**config.mk**
```make
export PLATFORM = sky130hd
export DESIGN_NAME = weight_stage_sequencer_unit
export DESIGN_NICKNAME = d
export VERILOG_FILES = /design/src/rtl/core/wss_pkg.sv /design/src/rtl/core/weight_stage_sequencer_unit.sv
export VERILOG_INCLUDE_DIRS = /design/src /design/src/rtl/core
export SDC_FILE = /design/constraint.sdc
export NUM_CORES = 2
export LEC_CHECK = 0
export BUFFER_PORTS_ARGS = -buffer_cell sky130_fd_sc_hd__buf_4
export CORE_ASPECT_RATIO = 1.75
export CORE_UTILIZATION = 50
export CTS_CLUSTER_SIZE = 30
export DETAILED_ROUTE_END_ITERATION = 8
export MAX_ROUTING_LAYER = met4
export PLACE_DENSITY = 0.69
export SLEW_MARGIN = 25
export SYNTH_ARGS = -nofsm -noshare
export SYNTH_HDL_FRONTEND = slang
export SYNTH_SLANG_ARGS = --single-unit
```
**constraint.sdc**
```tcl
create_clock -name clk -period 16.4 [get_ports clk]
set_input_delay 1.64 -clock clk [delete_from_list [all_inputs] [get_ports clk]]
set_output_delay 1.64 -clock clk [all_outputs]
set_load 0.03 [all_outputs]
```
**src/rtl/core/assert_macros.svh**
```systemverilog
// Assertion macros shared by the RTL; they compile away under synthesis.
`ifndef ASSERT_MACROS_SVH
`define ASSERT_MACROS_SVH
`ifndef SYNTHESIS
`define WSS_ASSERT(label, clk, rst_n, prop) \
    label: assert property (@(posedge clk) disable iff (!rst_n) prop) \
    else $error("%m: property failed");
`define WSS_NEVER(label, clk, rst_n, expr) \
    label: assert property (@(posedge clk) disable iff (!rst_n) !(expr)) \
    else $error("%m: forbidden condition seen");
`else
`define WSS_ASSERT(label, clk, rst_n, prop)
`define WSS_NEVER(label, clk, rst_n, expr)
`endif
`endif

```
**src/rtl/core/wss_pkg.sv**
```systemverilog
// Types and constants for the weight stage sequencer.
package wss_pkg;

    localparam int MAX_STAGES_DEF = 6;
    localparam int SLOT_REGS      = 6;
    localparam int CFG_IDX_W      = 3;
    localparam int STAGE_WORD_W   = 33;
    localparam int MET_MARGIN     = 5;
    localparam int MS_PER_S       = 1000;
    localparam int HOLD_MS_W      = 26;

    // floor(x / 1000) == (x * DIV_MAGIC) >> DIV_SHIFT for any 32-bit x
    localparam logic [28:0] DIV_MAGIC = 29'h10624DD3;
    localparam int          DIV_SHIFT = 38;
    localparam int          PROD_W    = 61;

    typedef enum logic [CFG_IDX_W-1:0] {
        CFG_STAGE_0      = 3'd0,
        CFG_STAGE_1      = 3'd1,
        CFG_STAGE_2      = 3'd2,
        CFG_STAGE_3      = 3'd3,
        CFG_STAGE_4      = 3'd4,
        CFG_STAGE_5      = 3'd5,
        CFG_SLOTS_IN_USE = 3'd6,
        CFG_TOTAL_WATER  = 3'd7
    } cfg_index_t;

    typedef struct packed {
        logic signed [19:0] weight;
        logic [31:0]        clock_ms;
        logic               running;
    } in_item_t;

    typedef struct packed {
        logic [2:0]  stages_enabled;
        logic        multi_stage;
        logic [2:0]  active_position;
        logic        brew_done;
        logic [15:0] stage_start_weight;
        logic [15:0] stage_target_weight;
        logic [15:0] stage_hold;
        logic [15:0] hold_left;
        logic        hold_active;
    } out_item_t;

endpackage

```
**src/rtl/core/weight_stage_sequencer_unit.sv**
```systemverilog
// Weight stage sequencer: recipe registers, stage state and the result pipeline.
//
//  channel  | direction | handshake           | payload
//  ---------+-----------+---------------------+-------------------------------
//  in       | in        | in_valid / in_stall   | in_data   (wss_pkg::in_item_t)
//  out      | out       | out_valid / out_stall | out_data  (wss_pkg::out_item_t)
//  cfg      | in        | cfg_valid / cfg_ready | cfg_index, cfg_data
//
// One request per cycle unless out stalls; a result passes the input register,
// stage update, reciprocal multiply for the hold seconds and output register.
// Stage state (position, hold, done) is updated per sample, so samples follow back to back.
// Reset clears the recipe registers, stage state and all pipeline valids.
// An out stall holds stages up to the first gap; in_stall rises only when all are full.
module weight_stage_sequencer_unit #(
    parameter int MAX_STAGES = wss_pkg::MAX_STAGES_DEF
) (
    input  logic                            clk,
    input  logic                            rst_n,
    input  logic                            in_valid,
    output logic                            in_stall,
    input  wss_pkg::in_item_t               in_data,
    output logic                            out_valid,
    input  logic                            out_stall,
    output wss_pkg::out_item_t              out_data,
    input  logic                            cfg_valid,
    output logic                            cfg_ready,
    input  logic [wss_pkg::CFG_IDX_W-1:0]   cfg_index,
    input  logic [wss_pkg::STAGE_WORD_W-1:0] cfg_data
);
    import wss_pkg::*;

    // recipe registers
    logic [MAX_STAGES-1:0] en_reg;
    logic [15:0]           target_reg  [MAX_STAGES];
    logic [15:0]           hold_reg    [MAX_STAGES];
    logic [HOLD_MS_W-1:0]  hold_ms_reg [MAX_STAGES];
    logic [2:0]            slots_reg;
    logic [15:0]           water_reg;

    // stage state
    logic [2:0]  ap_reg, ap_next;
    logic        done_reg, done_next;
    logic        in_hold_reg, in_hold_next;
    logic [31:0] hb_reg, hb_next;

    // pipeline
    logic        v0_reg, v1_reg, v2_reg, v3_reg;
    logic        en0, en1, en2, en3;
    in_item_t    in_reg;
    out_item_t   s1_reg, s1_next, s2_reg, out_reg, out_next;
    logic [31:0] el_reg, el_next;
    logic        rf1_reg, rf1_next, rf2_reg;
    logic [PROD_W-1:0] prod_reg;

    // enabled-stage map
    logic [MAX_STAGES-1:0] on;
    logic [2:0]            pos_of [MAX_STAGES];
    logic [2:0]            count;

    // selection at the pre-update position
    logic [2:0]           pos_c;
    logic [15:0]          cur_target, cur_hold;
    logic [HOLD_MS_W-1:0] cur_hold_ms;

    // update working signals
    logic                 met, start, ih, hold_over;
    logic [31:0]          hb_w, el_w;
    logic signed [20:0]   w_ext, thr;

    // selection at the post-update position
    logic [15:0] new_target, new_hold, prev_target;

    logic [22:0] secs;

    logic        pos_bad;

    assign cfg_ready = 1'b1;

    assign en3 = !v3_reg || !out_stall;
    assign en2 = !v2_reg || en3;
    assign en1 = !v1_reg || en2;
    assign en0 = !v0_reg || en1;
    assign in_stall  = !en0;
    assign out_valid = v3_reg;
    assign out_data  = out_reg;

    // configuration writes
    always_ff @(posedge clk or negedge rst_n)
    begin
        if (!rst_n)
        begin
            en_reg    <= '0;
            slots_reg <= '0;
            water_reg <= '0;
            for (int i = 0; i < MAX_STAGES; i++)
            begin
                target_reg[i]  <= '0;
                hold_reg[i]    <= '0;
                hold_ms_reg[i] <= '0;
            end
        end
        else if (cfg_valid && cfg_ready)
        begin
            case (cfg_index)
                CFG_SLOTS_IN_USE: slots_reg <= cfg_data[2:0];
                CFG_TOTAL_WATER:  water_reg <= cfg_data[15:0];
                default:
                begin
                    for (int i = 0; i < MAX_STAGES; i++)
                    begin
                        if (32'(cfg_index) == i)
                        begin
                            en_reg[i]      <= cfg_data[0];
                            target_reg[i]  <= cfg_data[16:1];
                            hold_reg[i]    <= cfg_data[32:17];
                            hold_ms_reg[i] <= HOLD_MS_W'(cfg_data[32:17]) *
                                              HOLD_MS_W'(MS_PER_S);
                        end
                    end
                end
            endcase
        end
    end

    // which slots count, and each one's place among the enabled stages
    always_comb
    begin
        logic [2:0] acc;
        acc = '0;
        for (int i = 0; i < MAX_STAGES; i++)
        begin
            on[i]     = en_reg[i] && (target_reg[i] != '0) && (i < 32'(slots_reg));
            pos_of[i] = acc;
            acc       = acc + 3'(on[i]);
        end
        count = acc;
    end

    always_comb
    begin
        if (count == '0)
            pos_c = '0;
        else if (ap_reg >= count)
            pos_c = count - 3'd1;
        else
            pos_c = ap_reg;
        cur_target  = '0;
        cur_hold    = '0;
        cur_hold_ms = '0;
        for (int i = 0; i < MAX_STAGES; i++)
        begin
            if (on[i] && pos_of[i] == pos_c)
            begin
                cur_target  = cur_target  | target_reg[i];
                cur_hold    = cur_hold    | hold_reg[i];
                cur_hold_ms = cur_hold_ms | hold_ms_reg[i];
            end
        end
    end

    // stage state update for the sample in the input register
    always_comb
    begin
        w_ext     = {in_reg.weight[19], in_reg.weight};
        thr       = $signed({5'b0, cur_target}) - 21'(MET_MARGIN);
        met       = w_ext >= thr;
        start     = met && (cur_hold != '0) && !in_hold_reg;
        ih        = in_hold_reg || start;
        hb_w      = start ? in_reg.clock_ms : hb_reg;
        el_w      = (in_reg.clock_ms >= hb_w) ? in_reg.clock_ms - hb_w : '0;
        hold_over = ih ? (el_w >= 32'(cur_hold_ms)) : (cur_hold == '0);

        ap_next      = ap_reg;
        done_next    = done_reg;
        in_hold_next = in_hold_reg;
        hb_next      = hb_reg;
        rf1_next     = 1'b0;
        el_next      = el_w;

        if (count == '0 || (!in_reg.running && in_reg.clock_ms == '0))
        begin
            ap_next      = '0;
            done_next    = 1'b0;
            in_hold_next = 1'b0;
            hb_next      = '0;
        end
        else
        begin
            ap_next = pos_c;
            if (!in_reg.running || done_reg)
            begin
                in_hold_next = 1'b0;
            end
            else if (met && hold_over)
            begin
                in_hold_next = 1'b0;
                if ({1'b0, pos_c} + 4'd1 < {1'b0, count})
                begin
                    ap_next = pos_c + 3'd1;
                    hb_next = '0;
                end
                else
                begin
                    done_next = 1'b1;
                    hb_next   = hb_w;
                end
            end
            else
            begin
                in_hold_next = ih;
                hb_next      = hb_w;
                rf1_next     = ih && !hold_over;      // hold running with time left
            end
        end
    end

    // result fields at the position left by the update
    always_comb
    begin
        new_target  = '0;
        new_hold    = '0;
        prev_target = '0;
        for (int i = 0; i < MAX_STAGES; i++)
        begin
            if (on[i] && pos_of[i] == ap_next)
            begin
                new_target = new_target | target_reg[i];
                new_hold   = new_hold   | hold_reg[i];
            end
            if (on[i] && ap_next != '0 && pos_of[i] == ap_next - 3'd1)
                prev_target = prev_target | target_reg[i];
        end

        s1_next                 = '0;
        s1_next.stages_enabled  = count;
        s1_next.multi_stage     = count > 3'd1;
        s1_next.active_position = ap_next;
        s1_next.brew_done       = done_next;
        if (count == '0)
        begin
            s1_next.stage_target_weight = water_reg;
        end
        else
        begin
            s1_next.stage_start_weight  = prev_target;
            s1_next.stage_target_weight = new_target;
            s1_next.stage_hold          = new_hold;
            s1_next.hold_active         = rf1_next;
        end
    end

    // hold seconds left from the multiply result
    always_comb
    begin
        secs     = prod_reg[PROD_W-1:DIV_SHIFT];
        out_next = s2_reg;
        out_next.hold_left = rf2_reg ? s2_reg.stage_hold - secs[15:0] : '0;
    end

    always_ff @(posedge clk or negedge rst_n)
    begin
        if (!rst_n)
        begin
            ap_reg      <= '0;
            done_reg    <= 1'b0;
            in_hold_reg <= 1'b0;
            hb_reg      <= '0;
            v0_reg      <= 1'b0;
            v1_reg      <= 1'b0;
            v2_reg      <= 1'b0;
            v3_reg      <= 1'b0;
        end
        else
        begin
            if (en0)
                v0_reg <= in_valid;
            if (en1)
            begin
                v1_reg <= v0_reg;
                if (v0_reg)
                begin
                    ap_reg      <= ap_next;
                    done_reg    <= done_next;
                    in_hold_reg <= in_hold_next;
                    hb_reg      <= hb_next;
                end
            end
            if (en2)
                v2_reg <= v1_reg;
            if (en3)
                v3_reg <= v2_reg;
        end
    end

    always_ff @(posedge clk)
    begin
        if (en0)
            in_reg <= in_data;
        if (en1)
        begin
            s1_reg  <= s1_next;
            el_reg  <= el_next;
            rf1_reg <= rf1_next;
        end
        if (en2)
        begin
            s2_reg   <= s1_reg;
            rf2_reg  <= rf1_reg;
            prod_reg <= PROD_W'(el_reg) * PROD_W'(DIV_MAGIC);
        end
        if (en3)
            out_reg <= out_next;
    end

    assign pos_bad = (out_data.stages_enabled != '0) &&
                     (out_data.active_position >= out_data.stages_enabled);

`include "assert_macros.svh"

    `WSS_NEVER(a_pos_in_range, clk, rst_n, out_valid && pos_bad)
    `WSS_ASSERT(a_hold_left, clk, rst_n, out_valid && out_data.hold_active |-> |out_data.hold_left)
    `WSS_NEVER(a_hold_after_done, clk, rst_n, in_hold_reg && done_reg)
    `WSS_ASSERT(a_out_held, clk, rst_n, out_valid && out_stall |=> out_valid && $stable(out_data))

endmodule
```
# == Yosys cells after proc, flatten, opt, wreduce, memory -nomap -nowiden ==
# Cells that the tools add are included.
# classes
add_sub_neg,12
n_mul,2
div,0
n_lt_le_gt_ge,12
eq_ne,23
n_shift,0
mux,60
bitwise,31
reduce_logical,83
# op_table
cell,n
16-bit 2-to-1 mux,31
16-bit bitwise OR,25
32-bit 2-to-1 mux,6
26-bit 2-to-1 mux,6
26-bit bitwise OR,5
16-bit nonzero test,7
"32-bit by 29-bit multiplier with 54-bit output, second input constant",1
1-bit logical AND,41
32-bit by 26-bit greater-or-equal comparator with 1-bit output,1
32-bit greater-or-equal comparator,1
32-bit zero test,1
32-bit subtractor,1
3-bit equality test,9
"16-bit by 7-bit multiplier with 23-bit output, second input constant",1
3-bit AND reduction,7
20-bit by 17-bit greater-or-equal comparator with 1-bit output,1
3-bit 2-to-1 mux,6
"16-bit by 3-bit subtractor with 17-bit output, second input constant",1
16-bit zero test,1
16-bit subtractor,1
3-bit zero test,5
"3-bit equality test, second input constant",4
1-bit 2-to-1 mux,11
3-bit by 1-bit adder with 3-bit output,3
other kinds (22),47
# word_totals
register_bits,724
latch_bits,0
ram_bits,0
romBits,0
in_bits,94
output_inout_bits,76
word_cells,289
n_memories,0

# == Longest topological paths before layout ==
# depth
word_depth,51
mapped_depth,78
ltp_nobuf,74

# == Least setup slack after synthesis ==
# Ideal clock, no wire load.
# synth_path
path_type,register to register
startpoint,register target_reg[67] (netlist bit)
endpoint,"register s1_reg[54] (netlist bit), data pin"
setup_ns,0.152
arrival_ns,15.512
t_required_ns,16.248
setup_slack_ns,0.736
stages_incl_launch_ff,77
period_less_slack_ns,15.664
cell_sequence,dfrtp_1 > nor4_1 > nand4_1 > o211ai_1 > inv_1 > fa_1 > ha_1 > ha_1 > ha_1 > ha_1 > xnor2_1 > xnor3_2 > inv_2 > buf_6 > nor3_1 > o31ai_4 > a21oi_2 > inv_1 > (+41 left out) > a21o_1 > a21oi_1 > o21ai_0 > a21o_1 > o21ai_0 > nand4b_1 > a31oi_1 > o211ai_2 > nand2_4 > inv_1 > ha_1 > ha_1 > nor2b_1 > and3_1 > buf_1 > clkbuf_1 > a22oi_1 > a31oi_1
# synth_via
elab_chain_len,51
# synth_rtl
element,line_no,source
from (decl),weight_stage_sequencer_unit.sv:34,logic [15:0] target_reg [MAX_STAGES];
"from (signal, indexed assignment)",weight_stage_sequencer_unit.sv:114,target_reg[i] <= cfg_data[16:1];
16-bit nonzero test *,weight_stage_sequencer_unit.sv:132,on[i] = en_reg[i] && (target_reg[i] != '0) && (i < 32'(slots_reg));
1-bit logical AND * (2 in series),weight_stage_sequencer_unit.sv:132,
1-bit by 1-bit adder with 2-bit output *,weight_stage_sequencer_unit.sv:134,acc = acc + 3'(on[i]);
2-bit by 1-bit adder with 3-bit output *,weight_stage_sequencer_unit.sv:134,
3-bit by 1-bit adder with 3-bit output * (3 in series),weight_stage_sequencer_unit.sv:134,
net count[2],weight_stage_sequencer_unit.sv:58,logic [2:0] count;
3-bit by 1-bit subtractor with 3-bit output or 3-bit greater-or-equal comparator (tied branches),"weight_stage_sequencer_unit.sv:144, weight_stage_sequencer_unit.sv:143",
3-bit 2-to-1 mux,weight_stage_sequencer_unit.sv:143,else if (ap_reg >= count)
(+21 left out),n/a,
net el_next[17],weight_stage_sequencer_unit.sv:51,"logic [31:0] el_reg, el_next;"
(+6 left out),n/a,
net ap_next[0],weight_stage_sequencer_unit.sv:41,"logic [2:0] ap_reg, ap_next;"
(+6 left out),n/a,
16-bit bitwise OR,weight_stage_sequencer_unit.sv:231,prev_target = prev_target | target_reg[i];
16-bit 2-to-1 mux,weight_stage_sequencer_unit.sv:230,if (on[i] && ap_next != '0 && pos_of[i] == ap_next - 3'd1)
16-bit bitwise OR,weight_stage_sequencer_unit.sv:231,
16-bit 2-to-1 mux,weight_stage_sequencer_unit.sv:230,
16-bit bitwise OR,weight_stage_sequencer_unit.sv:231,
16-bit 2-to-1 mux,weight_stage_sequencer_unit.sv:230,
16-bit bitwise OR,weight_stage_sequencer_unit.sv:231,
16-bit 2-to-1 mux *,weight_stage_sequencer_unit.sv:230,
to (signal assigned),weight_stage_sequencer_unit.sv:301,s1_reg <= s1_next;
to (decl),weight_stage_sequencer_unit.sv:50,"out_item_t s1_reg, s1_next, s2_reg, out_reg, out_next;"
# The timed path passes the listed nets; every way through them passes the cells marked *.
# A chain may end at the register's enable or synchronous reset.

# == Worst setup path in the final report ==
# layout_path
startpoint,register target_reg[75] (netlist bit)
endpoint,"register s1_reg[64] (netlist bit), data pin"
# Same word-level chain as after synthesis.

==> flow_summary_export.csv <==
group,metric,value,unit
outcome,outcome,"complete, no violations",
layout,mostFrequentLayoutCells,"inv_1 (623), ha_1 (523), dfrtp_1 (384)",
yosys,yosys_warnings,0,
drt,drtIter0Drc,2640,
worst_setup_path,path_max_fanout,16,
worst_setup_path,cp-end-kind,"flip-flop",
placement,place_area,50850,um^2
drt,drt_wl_total,142.2,mm
die,core-area,94150,um^2
yosys,syn_nets,5149,
global_routing,grt_pass1_wl,215.0,mm
drt,drc,0,
worst_setup_path,crit_path_max_incr_delay,650,ps
die,start_util,50.51,%
drt,wl_per_cell,25.08,um
sta,hold_violations,0,
layout,nets,5377,
min_path,hold_path.class,"flip-flop to flip-flop",
worst_setup_path,cp.arrival,16290,ps
cts,clockRootBuffer,"clkbuf_16",
cts,cts_buffers,66,
global_routing,overflow,0,
yosys,ys_ff_latch,674,
cts,h-tree-depth,3,
cts,cts.clk_slew.worst_paths,60,ps
placement,place.gp.congestion,1.007,
die,die_h,410.0,um
yosys,ys_seq_area_share,38.52,%
drt,viasPerCell,6.011,
placement,port_buffers,168,
sta,fin_skew,45.67,ps
global_routing,grt_util_all_layers,30.84,%
worst_setup_path,crit_path_top_delay_cell,"fa_2",
sta,finalSetupViolations,0,
yosys,syn_avg_cell_area,11.38,um^2
worst_setup_path,crit_path_start_kind,"flip-flop",
worst_setup_path,required,16900,ps
worst_setup_path,crit_path_frequent_cell,"ha_1",
cts,cts_tree,"built",
global_routing,antenna_found_initial,5,
die,die_w,235.1,um
layout,postLayoutCellArea,53350,um^2
die,die_area,96390,um^2
placement,dp_cells,5541,
run,drv_cap,0,
global_routing,first_global_vias,36040,
sta,period_needed,15790,ps
yosys,netlist_instances,4179,
placement,pre_cts_ws,-34.01,ps
cts,clkLatencyLatePin,680,ps
yosys,syn-cell-area,47550,um^2
worst_setup_path,r2r_slack,610,ps
worst_setup_path,criticalPathCategory,"flip-flop to flip-flop",
yosys,ys_async_sr_fraction,56.97,%
sta,relSlewSlack,27.58,%
cts,cts_num_sinks,674,
sta,setup_ws,607.0,ps
drt,postRouteAntennaNets,0,
layout,final_common_cell,"inv_1",
layout,largest_register_ffs,126,
sta,max_freq,63.32,MHz
layout,nFillCells,7961,
cts,clockBufferDepth,3,
global_routing,grt_max_degree,151,
yosys,ys_types,92,
die,ios,170,
drt,drt-pass1-iter-count,9,
sta,maxSlewViolCount,0,
layout,drive_gt1_share,15.59,%
yosys,synthFlopType,"dfrtp_1",
sta,finalCritPeriodShare,96.30,%
drt,vias,34080,
die,fp-row-count,149,
sta,tightest_slew,1086,ps
yosys,synth_edf_count,290,
placement,dpl.hpwl,109.0,mm
layout,syn_to_final_growth,12.20,%
layout,final_cells,5670,
timing repair:
action                                  4_1_cts  5_1_grt
endpoints found under the setup margin       16       48
resized for setup                             2       32
pin swaps                                     0        7
setup buffers                                 0        5
hold buffers                                  0        0
gates cloned                                  0        1
cells in the mapped netlist (15+ instances only):
master    instances  area [um^2]
inv_1           624         2342
ha_1            523         6544
dfrtp_1         384         9609
fa_1            353         7067
nand2_1         321         1205
edfxtp_1        290         8708
mux2_2          220         2477
o21ai_0         220         1101
a22oi_1         119        893.4
a21oi_1         117        585.6
clkbuf_1        105        394.1
nor2_1          103        386.6
xnor2_1          68        595.6
a31oi_1          66        412.9
a21o_1           59        442.9
a222oi_1         53        530.5
nor4_1           50        312.8
nand4_1          37        231.5
mux2i_1          36        360.4
nand3_1          32        160.2
xor2_1           32        280.3
nor2b_1          29        181.4
a221oi_1         22        192.7
nor3_1           21        105.1
nor3b_1          21        157.7
and3_1           20        125.1
nand2b_1         18        112.6
o21bai_1         18        135.1
and2_1           16        100.1
buf_2            15        75.07
o21a_1           15        112.6
worst paths after layout:
kind | from | to | cells after the start
min | out_next[34] | out_data[34] | 0
min reg2reg | out_next[34] | out_data[34] | 0
max | target_reg[75] | s1_reg[64] | 71
max in group asynchronous | rst_n | hb_reg[27] | 4
min in group asynchronous | rst_n | hold_reg[87] | 1
max reg2reg | target_reg[75] | s1_reg[64] | 71
final cells by class:
type                            count  area, um^2  share of cell area [%]
Antenna cell                        4       10.01                 0.01876
Clock buffer                       83        1787                   3.349
Clock inverter                     36       473.0                  0.8865
Inverter                          626        2351                   4.407
Multi-Input combinational cell   2742       26570                   49.79
Sequential cell                   674       18320                   34.33
Tap cell                         1208        1511                   2.833
Timing Repair Buffer              297        2337                   4.381
stage by stage:
step           setup TNS (ps)  hold slack, ps  util (%)
2_1_floorplan               0           400.3         -
3_3_place_gp                0           400.9     54.02
3_5_place_dp           -114.5           404.5     54.02
4_1_cts                     0           414.2     56.42
5_1_grt                -339.4           422.6     56.67
6_report                    0           409.5     56.67
worst max-delay path, delay by kind of cell (launching register included):
family / cells / cell delay, ps
buf+inv: 9 / 1540
simple gates: 21 / 4430
fa+ha+maj: 11 / 3420
mux: 2 / 370
flops: 1 / 440
xor+xnor: 3 / 750
compound gates: 25 / 4610
kinds of logic (layout without fill, tap and decap cells):
kind of cell               count (synthesis)  after routing  synth area share [%]
DFF                                      674            674                 38.52
other                                      1              5              0.007887
muxes                                    256            256                 5.968
and+or+nand+nor                          705            705                 7.194
buffers and inverters                    763           1042                 6.213
adders and majority gates                876            876                 28.62
xor gates and xnor gates                 108            108                 2.181
AOI/OAI and AO/OA                        796            796                 11.29
layer usage:
layer  global-route usage (%)  wire length [um]
met1                    31.70             49560
met2                    54.83             74650
met3                    4.376              7454
met4                    20.11             10560
met5                        -                 0
Power is not shown: default switching activity piles up to over one toggle a cycle in this logic, so the estimate is an artifact.
